[src/design/sbd_pkg.sv]
// sbd_pkg: shared types and constants for the spike blink detector
// register indexes, reset values, configuration and result structs
// no dependencies
`timescale 1ns / 1ps

package sbd_pkg;

  // register indexes (byte address = 4 * index)
  localparam logic [2:0] REG_RISE_THRESHOLD = 3'd0;
  localparam logic [2:0] REG_PEAK_FLOOR     = 3'd1;
  localparam logic [2:0] REG_EMA_ALPHA      = 3'd2;
  localparam logic [2:0] REG_FALL_FRACTION  = 3'd3;
  localparam logic [2:0] REG_COOLDOWN_TICKS = 3'd4;
  localparam logic [2:0] REG_LIT_TICKS      = 3'd5;

  // register reset values
  localparam logic [14:0] RST_RISE_THRESHOLD = 15'd1200;
  localparam logic [14:0] RST_PEAK_FLOOR     = 15'd1800;
  localparam logic [15:0] RST_EMA_ALPHA      = 16'd65339;
  localparam logic [7:0]  RST_FALL_FRACTION  = 8'd102;
  localparam logic [15:0] RST_COOLDOWN_TICKS = 16'd350;
  localparam logic [15:0] RST_LIT_TICKS      = 16'd500;

  // input mode codes
  localparam logic MODE_SAMPLE = 1'b0;
  localparam logic MODE_TICK   = 1'b1;

  // saturated tick count since the last blink
  localparam logic [15:0] SINCE_SAT = 16'hFFFF;

  // half lsb for round half up after the >> 16
  localparam logic [49:0] EMA_ROUND = 50'd32768;

  // alpha complement base, 1.0 in Q1.16
  localparam logic [16:0] ALPHA_ONE = 17'h10000;

  typedef struct packed {
    logic [14:0] rise_threshold;
    logic [14:0] peak_floor;
    logic [15:0] ema_alpha;
    logic [7:0]  fall_fraction;
    logic [15:0] cooldown_ticks;
    logic [15:0] lit_ticks;
  } cfg_t;

  typedef struct packed {
    logic        blink;
    logic        spiking;
    logic        lit;
    logic [15:0] blink_total;
    logic [15:0] magnitude;
    logic [15:0] baseline_level;
  } result_t;

endpackage

[src/design/sbd_regs.sv]
// sbd_regs: APB-style configuration register file
// depends on sbd_pkg (cfg_t, register indexes, reset values)
`timescale 1ns / 1ps

module sbd_regs (
  input  logic              clk,
  input  logic              rst_n,
  input  logic              psel,
  input  logic              penable,
  input  logic              pwrite,
  input  logic [4:0]        paddr,
  input  logic [31:0]       pwdata,
  output logic [31:0]       prdata,
  output logic              pready,
  output sbd_pkg::cfg_t     cfg
);

  sbd_pkg::cfg_t cfg_r;
  sbd_pkg::cfg_t cfg_nxt;
  logic          wr_en;
  logic [2:0]    idx;

  assign pready = 1'b1;
  assign wr_en  = psel && penable && pwrite;
  assign idx    = paddr[4:2];
  assign cfg    = cfg_r;

  // register write decode, unknown indexes ignored
  always_comb begin
    cfg_nxt = cfg_r;
    if (wr_en) begin
      unique case (idx)
        sbd_pkg::REG_RISE_THRESHOLD: cfg_nxt.rise_threshold = pwdata[14:0];
        sbd_pkg::REG_PEAK_FLOOR:     cfg_nxt.peak_floor     = pwdata[14:0];
        sbd_pkg::REG_EMA_ALPHA:      cfg_nxt.ema_alpha      = pwdata[15:0];
        sbd_pkg::REG_FALL_FRACTION:  cfg_nxt.fall_fraction  = pwdata[7:0];
        sbd_pkg::REG_COOLDOWN_TICKS: cfg_nxt.cooldown_ticks = pwdata[15:0];
        sbd_pkg::REG_LIT_TICKS:      cfg_nxt.lit_ticks      = pwdata[15:0];
        default: ;
      endcase
    end
  end

  always_ff @(posedge clk) begin
    if (!rst_n) begin
      cfg_r.rise_threshold <= sbd_pkg::RST_RISE_THRESHOLD;
      cfg_r.peak_floor     <= sbd_pkg::RST_PEAK_FLOOR;
      cfg_r.ema_alpha      <= sbd_pkg::RST_EMA_ALPHA;
      cfg_r.fall_fraction  <= sbd_pkg::RST_FALL_FRACTION;
      cfg_r.cooldown_ticks <= sbd_pkg::RST_COOLDOWN_TICKS;
      cfg_r.lit_ticks      <= sbd_pkg::RST_LIT_TICKS;
    end else begin
      cfg_r <= cfg_nxt;
    end
  end

  // read mux
  always_comb begin
    unique case (idx)
      sbd_pkg::REG_RISE_THRESHOLD: prdata = {17'd0, cfg_r.rise_threshold};
      sbd_pkg::REG_PEAK_FLOOR:     prdata = {17'd0, cfg_r.peak_floor};
      sbd_pkg::REG_EMA_ALPHA:      prdata = {16'd0, cfg_r.ema_alpha};
      sbd_pkg::REG_FALL_FRACTION:  prdata = {24'd0, cfg_r.fall_fraction};
      sbd_pkg::REG_COOLDOWN_TICKS: prdata = {16'd0, cfg_r.cooldown_ticks};
      sbd_pkg::REG_LIT_TICKS:      prdata = {16'd0, cfg_r.lit_ticks};
      default:                     prdata = 32'd0;
    endcase
  end

endmodule

[src/design/sbd_core.sv]
// sbd_core: detector state and single-pass update for one request
// depends on sbd_pkg (cfg_t, result_t, mode codes, constants)
`timescale 1ns / 1ps

module sbd_core (
  input  logic              clk,
  input  logic              rst_n,
  input  logic              adv,
  input  logic              mode,
  input  logic [15:0]       sample,
  input  sbd_pkg::cfg_t     cfg,
  output sbd_pkg::result_t  res
);

  // detector state
  logic [31:0] base_r,     base_nxt;
  logic        seeded_r,   seeded_nxt;
  logic        spike_r,    spike_nxt;
  logic [15:0] peak_r,     peak_nxt;
  logic [15:0] count_r,    count_nxt;
  logic [15:0] since_r,    since_nxt;
  logic [15:0] lit_r,      lit_nxt;
  logic [15:0] last_mag_r, last_mag_nxt;
  logic        blink;

  // datapath terms
  logic [15:0] mag;
  logic [31:0] mag_fx;
  logic [16:0] alpha_c;
  logic [47:0] prod_old;
  logic [32:0] prod_new;
  logic [49:0] ema_acc;
  logic [31:0] ema_val;
  logic [32:0] rise_lim;
  logic        rise_hit;
  logic [15:0] peak_upd;
  logic [31:0] peak_fx;
  logic [31:0] range_fx;
  logic [39:0] range_scaled;
  logic [32:0] target;
  logic        fall_hit;
  logic        cool_ok;

  // magnitude, -32768 maps to 32768
  assign mag    = sample[15] ? (~sample + 16'd1) : sample;
  assign mag_fx = {mag, 16'd0};

  // exponential average of baseline and magnitude, round half up
  assign alpha_c  = sbd_pkg::ALPHA_ONE - {1'b0, cfg.ema_alpha};
  assign prod_old = cfg.ema_alpha * base_r;
  assign prod_new = alpha_c * mag;
  assign ema_acc  = {2'd0, prod_old} + {1'b0, prod_new, 16'd0} + sbd_pkg::EMA_ROUND;
  assign ema_val  = ema_acc[47:16];

  // spike entry test against the updated baseline
  assign rise_lim = {1'b0, ema_val} + {2'd0, cfg.rise_threshold, 16'd0};
  assign rise_hit = ({1'b0, mag_fx} > rise_lim) && (mag > {1'b0, cfg.peak_floor});

  // spike exit test: baseline plus a fraction of the peak range
  assign peak_upd     = (mag > peak_r) ? mag : peak_r;
  assign peak_fx      = {peak_upd, 16'd0};
  assign range_fx     = (peak_fx > base_r) ? (peak_fx - base_r) : 32'd0;
  assign range_scaled = range_fx * cfg.fall_fraction;
  assign target       = {1'b0, base_r} + {1'b0, range_scaled[39:8]};
  assign fall_hit     = {1'b0, mag_fx} < target;

  assign cool_ok = since_r > cfg.cooldown_ticks;

  // next state
  always_comb begin
    base_nxt     = base_r;
    seeded_nxt   = seeded_r;
    spike_nxt    = spike_r;
    peak_nxt     = peak_r;
    count_nxt    = count_r;
    since_nxt    = since_r;
    lit_nxt      = lit_r;
    last_mag_nxt = last_mag_r;
    blink        = 1'b0;
    if (mode == sbd_pkg::MODE_TICK) begin
      if (since_r != sbd_pkg::SINCE_SAT) begin
        since_nxt = since_r + 16'd1;
      end
      if (lit_r != 16'd0) begin
        lit_nxt = lit_r - 16'd1;
      end
    end else begin
      last_mag_nxt = mag;
      priority if (!seeded_r) begin
        base_nxt   = mag_fx;
        seeded_nxt = 1'b1;
      end else if (!spike_r) begin
        base_nxt = ema_val;
        if (rise_hit) begin
          spike_nxt = 1'b1;
          peak_nxt  = mag;
        end
      end else begin
        peak_nxt = peak_upd;
        if (fall_hit) begin
          spike_nxt = 1'b0;
          base_nxt  = ema_val;
          if ((peak_upd > {1'b0, cfg.peak_floor}) && cool_ok) begin
            count_nxt = count_r + 16'd1;
            since_nxt = 16'd0;
            lit_nxt   = cfg.lit_ticks;
            blink     = 1'b1;
          end
        end
      end
    end
  end

  always_ff @(posedge clk) begin
    if (!rst_n) begin
      base_r     <= 32'd0;
      seeded_r   <= 1'b0;
      spike_r    <= 1'b0;
      peak_r     <= 16'd0;
      count_r    <= 16'd0;
      since_r    <= sbd_pkg::SINCE_SAT;
      lit_r      <= 16'd0;
      last_mag_r <= 16'd0;
    end else if (adv) begin
      base_r     <= base_nxt;
      seeded_r   <= seeded_nxt;
      spike_r    <= spike_nxt;
      peak_r     <= peak_nxt;
      count_r    <= count_nxt;
      since_r    <= since_nxt;
      lit_r      <= lit_nxt;
      last_mag_r <= last_mag_nxt;
    end
  end

  // result fields seen after this request
  assign res.blink          = blink;
  assign res.spiking        = spike_nxt;
  assign res.lit            = (lit_nxt != 16'd0);
  assign res.blink_total    = count_nxt;
  assign res.magnitude      = last_mag_nxt;
  assign res.baseline_level = base_nxt[31:16];

endmodule

[src/design/spike_blink_detector.sv]
// spike_blink_detector: requests pass an input register, then a result register with out_valid
// one request per cycle unless stalled; state updates in the same cycle as the result register
// the input register and the result register part the two channels, so a request is
// taken while a finished result still waits
// rst_n (synchronous) clears the detector state, the valid flags and the registers to defaults
`timescale 1ns / 1ps

module spike_blink_detector (
  input  logic        clk,
  input  logic        rst_n,
  // request channel
  input  logic        in_valid,
  output logic        in_ready,
  input  logic        in_mode,
  input  logic [15:0] in_sample,
  // result channel
  output logic        out_valid,
  input  logic        out_ready,
  output logic        out_blink,
  output logic        out_spiking,
  output logic        out_lit,
  output logic [15:0] out_blink_total,
  output logic [15:0] out_magnitude,
  output logic [15:0] out_baseline_level,
  // configuration
  input  logic        psel,
  input  logic        penable,
  input  logic        pwrite,
  input  logic [4:0]  paddr,
  input  logic [31:0] pwdata,
  output logic [31:0] prdata,
  output logic        pready
);

  sbd_pkg::cfg_t    cfg;
  sbd_pkg::result_t res;
  sbd_pkg::result_t res_r;

  logic        in_valid_r;
  logic        in_mode_r;
  logic [15:0] in_sample_r;
  logic        out_valid_r;
  logic        adv;

  // advance when a request is held and the result slot is free or draining
  assign adv      = in_valid_r && (!out_valid_r || out_ready);
  assign in_ready = !in_valid_r || adv;

  sbd_regs u_regs (
    .clk     (clk),
    .rst_n   (rst_n),
    .psel    (psel),
    .penable (penable),
    .pwrite  (pwrite),
    .paddr   (paddr),
    .pwdata  (pwdata),
    .prdata  (prdata),
    .pready  (pready),
    .cfg     (cfg)
  );

  sbd_core u_core (
    .clk    (clk),
    .rst_n  (rst_n),
    .adv    (adv),
    .mode   (in_mode_r),
    .sample (in_sample_r),
    .cfg    (cfg),
    .res    (res)
  );

  // input register
  always_ff @(posedge clk) begin
    if (!rst_n) begin
      in_valid_r <= 1'b0;
    end else if (in_ready) begin
      in_valid_r <= in_valid;
    end
  end

  always_ff @(posedge clk) begin
    if (in_valid && in_ready) begin
      in_mode_r   <= in_mode;
      in_sample_r <= in_sample;
    end
  end

  // result register
  always_ff @(posedge clk) begin
    if (!rst_n) begin
      out_valid_r <= 1'b0;
    end else if (adv) begin
      out_valid_r <= 1'b1;
    end else if (out_ready) begin
      out_valid_r <= 1'b0;
    end
  end

  always_ff @(posedge clk) begin
    if (adv) begin
      res_r <= res;
    end
  end

  assign out_valid          = out_valid_r;
  assign out_blink          = res_r.blink;
  assign out_spiking        = res_r.spiking;
  assign out_lit            = res_r.lit;
  assign out_blink_total    = res_r.blink_total;
  assign out_magnitude      = res_r.magnitude;
  assign out_baseline_level = res_r.baseline_level;

  // a counted blink always closes the spike
  a_blink_ends_spike: assert property (@(posedge clk) disable iff (!rst_n)
    out_valid_r && res_r.blink |-> !res_r.spiking)
    else $error("blink reported while still inside a spike");

  // input side stalls only when both registers are full and the result is held
  a_stall_cause: assert property (@(posedge clk) disable iff (!rst_n)
    !in_ready |-> in_valid_r && out_valid_r && !out_ready)
    else $error("request side stalled without a full pipeline");

  // baseline never exceeds the largest magnitude
  a_baseline_range: assert property (@(posedge clk) disable iff (!rst_n)
    out_valid_r |-> res_r.baseline_level <= 16'd32768)
    else $error("baseline out of range");

endmodule

[config.mk]
export PLATFORM = sky130hd
export DESIGN_NAME = spike_blink_detector
export DESIGN_NICKNAME = d
export VERILOG_FILES = /design/src/design/sbd_pkg.sv /design/src/design/sbd_regs.sv /design/src/design/sbd_core.sv /design/src/design/spike_blink_detector.sv
export SDC_FILE = /design/constraint.sdc
export NUM_CORES = 2
export LEC_CHECK = 0
export ABC_CLOCK_PERIOD_IN_PS = 25500
export BUFFER_PORTS_ARGS = -buffer_cell sky130_fd_sc_hd__buf_2
export CAP_MARGIN = 20
export CORE_UTILIZATION = 30
export CTS_CLUSTER_SIZE = 40
export DETAILED_ROUTE_END_ITERATION = 8
export GPL_TIMING_DRIVEN = 0
export HOLD_SLACK_MARGIN = 0.08
export MAX_ROUTING_LAYER = met4
export PLACE_DENSITY = 0.48
export SYNTH_ARGS = -nofsm -noshare
export SYNTH_HDL_FRONTEND = slang
export SYNTH_SLANG_ARGS = --single-unit
export TNS_END_PERCENT = 10
[constraint.sdc]
create_clock -name clk -period 25.5 [get_ports clk]
set_clock_uncertainty 0.2 [all_clocks]
set_input_delay 5.1 -clock clk [delete_from_list [all_inputs] [get_ports clk]]
set_output_delay 5.1 -clock clk [all_outputs]
set_load 0.1 [all_outputs]
==> results.sh <==
export IMPL_largest_reg_flops=86
export IMPL_num_rows=150
export IMPL_grt_pass1_vias=42600
export IMPL_rsz0062_at_grt="no"
export IMPL_initial_core_util_pct=30.2
export IMPL_synth_area_mm2=0.0504
export IMPL_fin_crit_sh_pct=95.9
export IMPL_die_w_um=412
export IMPL_worstPathArrival_ns=24.49
export IMPL_ys_flop_type="dfxtp_1"
export IMPL_ctsRootBufferMaster="clkbuf_16"
export IMPL_vias_per_cell=5.04
export IMPL_synth_distinct_cells=88
export IMPL_hpwl_mm=156
export IMPL_maxCapViolations=0
export IMPL_timing_worst_slew_pin_value_ns=1.26
export IMPL_cp_required_ns=25.54
export IMPL_clkSinkCount=270
export IMPL_fin_crit_ns=24.45
export IMPL_drc=2
export IMPL_grt_usage_pct=22.3
export IMPL_synth_area_leaders="fa_1 (33%), ha_1 (11%), dfxtp_1 (8.0%)"
export IMPL_place_congestion=0.954
export IMPL_wl_mm=184
export IMPL_grt_pass1_wl_mm=275
export IMPL_fillers=17800
export IMPL_holdCritPathClass="reg2reg"
export IMPL_postCtsHoldBufs=0
export IMPL_wl_per_cell_um=21.9
export IMPL_grt_max_degree=32
export IMPL_end_kind="flop"
export IMPL_antenna_found_initial=15
export IMPL_vias=42400
export IMPL_design_die_area_mm2=0.170
export IMPL_status="complete, but fails checks"
export IMPL_clkLatencyLatePin_ns=0.64
export IMPL_synth_edf_count=68
export IMPL_drt_iter0_drc=3113
export IMPL_fin_nets=7508
export IMPL_relSlewSlack_pct=15.9
export IMPL_yosysMostFrequentCell="inv_1"
export IMPL_drive_above_1_share_pct=4.51
export IMPL_numCtsBuffers=30
export IMPL_hold_viol=0
export IMPL_yosysTopAreaCell="fa_1"
export IMPL_core_mm2=0.167
export IMPL_yosys_top_cells_count="inv_1 (1010), nand2_1 (906), fa_1 (836)"
export IMPL_area_delta_synth_final_pct=9.60
export IMPL_synth_top_cell_area_share_pct=33.2
export IMPL_path_max_fanout=13
export IMPL_max_clock_path_buffers=3
export IMPL_clkTransAtPathRegs_ns=0.07
export IMPL_io_pins=147
export IMPL_portBuffers=110
export IMPL_yosysWarnings=0
export IMPL_clock_fmax_mhz=40.9
export IMPL_antenna_left=0
export IMPL_cp_start_kind="flop"
export IMPL_first_pass_iters=8
export IMPL_fp_dieH_um=412
export IMPL_cpMostUsedCell="clkbuf_1"
export IMPL_grt_overflow=0
export IMPL_synthCells=5978
export IMPL_finalSetupViolCount=0
export IMPL_report_final_slew_viol_count=0
export IMPL_ys_seq_area_share_pct=12.1
export IMPL_synth_seq_cells=270
export IMPL_violations="DRC"
export IMPL_cpMaxStageDelayCell="a221oi_1"
export IMPL_htreeDepth=1
export IMPL_cts_tree="done"
export IMPL_async_flop_share_pct=0
export IMPL_r2r_slack_ns=1.05
export IMPL_crit_path_max_incr_delay_ns=0.92
export IMPL_path_class="reg2reg"
export IMPL_finalSetupTns_ns=0
export IMPL_avgSynthCellArea_um2=8.43
==> worst paths after layout <==
path             startpoint                     to  cells past startpoint
min reg2reg   u_regs.cfg[3]          u_regs.cfg[3]                      2
max          in_sample_r[0]  out_baseline_level[2]                     73
min           u_regs.cfg[3]          u_regs.cfg[3]                      2
max reg2reg  in_sample_r[0]  out_baseline_level[2]                     73
==> what timing repair did <==
action	4_1_cts	5_1_grt
setup buffers	0	0
setup endpoints to repair	0	79
gates resized for setup	0	5
==> through the flow <==
| stage | instances | hold slack (ns) | setup slack (ns) | cell area, um2 | util, % |
|---|---|---|---|---|---|
| 2_1_floorplan | 5993 | 0.234 | 8.86 | 50500 | - |
| 3_3_place_gp | 8307 | 0.243 | 0.956 | 53800 | 32.2 |
| 3_5_place_dp | 8327 | 0.247 | 1.20 | 54000 | 32.4 |
| 4_1_cts | 8383 | 0.257 | 1.03 | 55100 | 33.0 |
| 5_1_grt | 8401 | 0.276 | 0.108 | 55200 | 33.1 |
| 6_report | 8404 | 0.256 | 1.05 | 55200 | 33.1 |
==> kinds of logic after synthesis <==
family | Yosys count | share of synthesized area (%)
adder cells (fa/ha/maj) | 1281 | 44.3
buffers and inverters | 1347 | 10.2
flip-flops | 270 | 12.1
multiplexers | 57 | 1.18
other | 2 | 0.0149
AND/OR/NAND/NOR | 2005 | 18.2
XOR/XNOR | 218 | 3.82
AO/OA/AOI/OAI | 798 | 10.3
==> placed cells by master (no fill, tap or decap), types with 31 or more instances in the layout <==
| cell | count |
|---|---|
| o21a_1 | 39 |
| a21o_1 | 64 |
| nor2_1 | 410 |
| buf_1 | 31 |
| and2_1 | 207 |
| mux2i_1 | 38 |
| buf_2 | 117 |
| nand3_1 | 75 |
| clkbuf_1 | 284 |
| clkbuf_16 | 31 |
| a21oi_1 | 228 |
| nor2b_1 | 32 |
| xor2_1 | 73 |
| and3_1 | 62 |
| nor3_1 | 104 |
| nand2b_1 | 45 |
| edfxtp_1 | 68 |
| ha_1 | 445 |
| a22oi_1 | 35 |
| nand2_1 | 906 |
| fa_1 | 836 |
| o21ai_0 | 161 |
| nand4_1 | 36 |
| inv_1 | 1010 |
| xnor2_1 | 142 |
| dfxtp_1 | 202 |
==> critical path: cells and delay by family, from the launching register on <==
| kind | cells | cell delay, ns |
|---|---|---|
| XOR/XNOR | 1 | 0.32 |
| adder cells (fa/ha/maj) | 10 | 4.00 |
| buffers and inverters | 17 | 5.86 |
| flip-flops | 1 | 0.75 |
| AO/OA/AOI/OAI | 25 | 8.33 |
| AND/OR/NAND/NOR | 20 | 4.50 |
==> metal layers <==
metal	wire length (um)	track usage [%]	share of wire [%]	up-vias
li1	-	-	-	19300
met5	0	-	0	-
met2	83400	34.8	45	1395
met3	12900	3.38	7.0	224
met1	83100	30.5	45	21400
met4	4800	4.74	2.6	0
==> cell type report <==
class,instances,area [um2],share of cell area [%]
clock inverters,16,195,0.353
repair buffers,141,936,1.69
flip-flops and latches,270,6090,11.0
diodes,10,25.0,0.0453
clock buffers,40,850,1.54
well taps,2204,2760,4.99
multi-input cells,4376,39300,71.1
inverters,1015,3810,6.90
plain buffers,332,1320,2.39
Power is not shown: default switching activity piles up to over one toggle a cycle in this logic, so the estimate is an artifact.
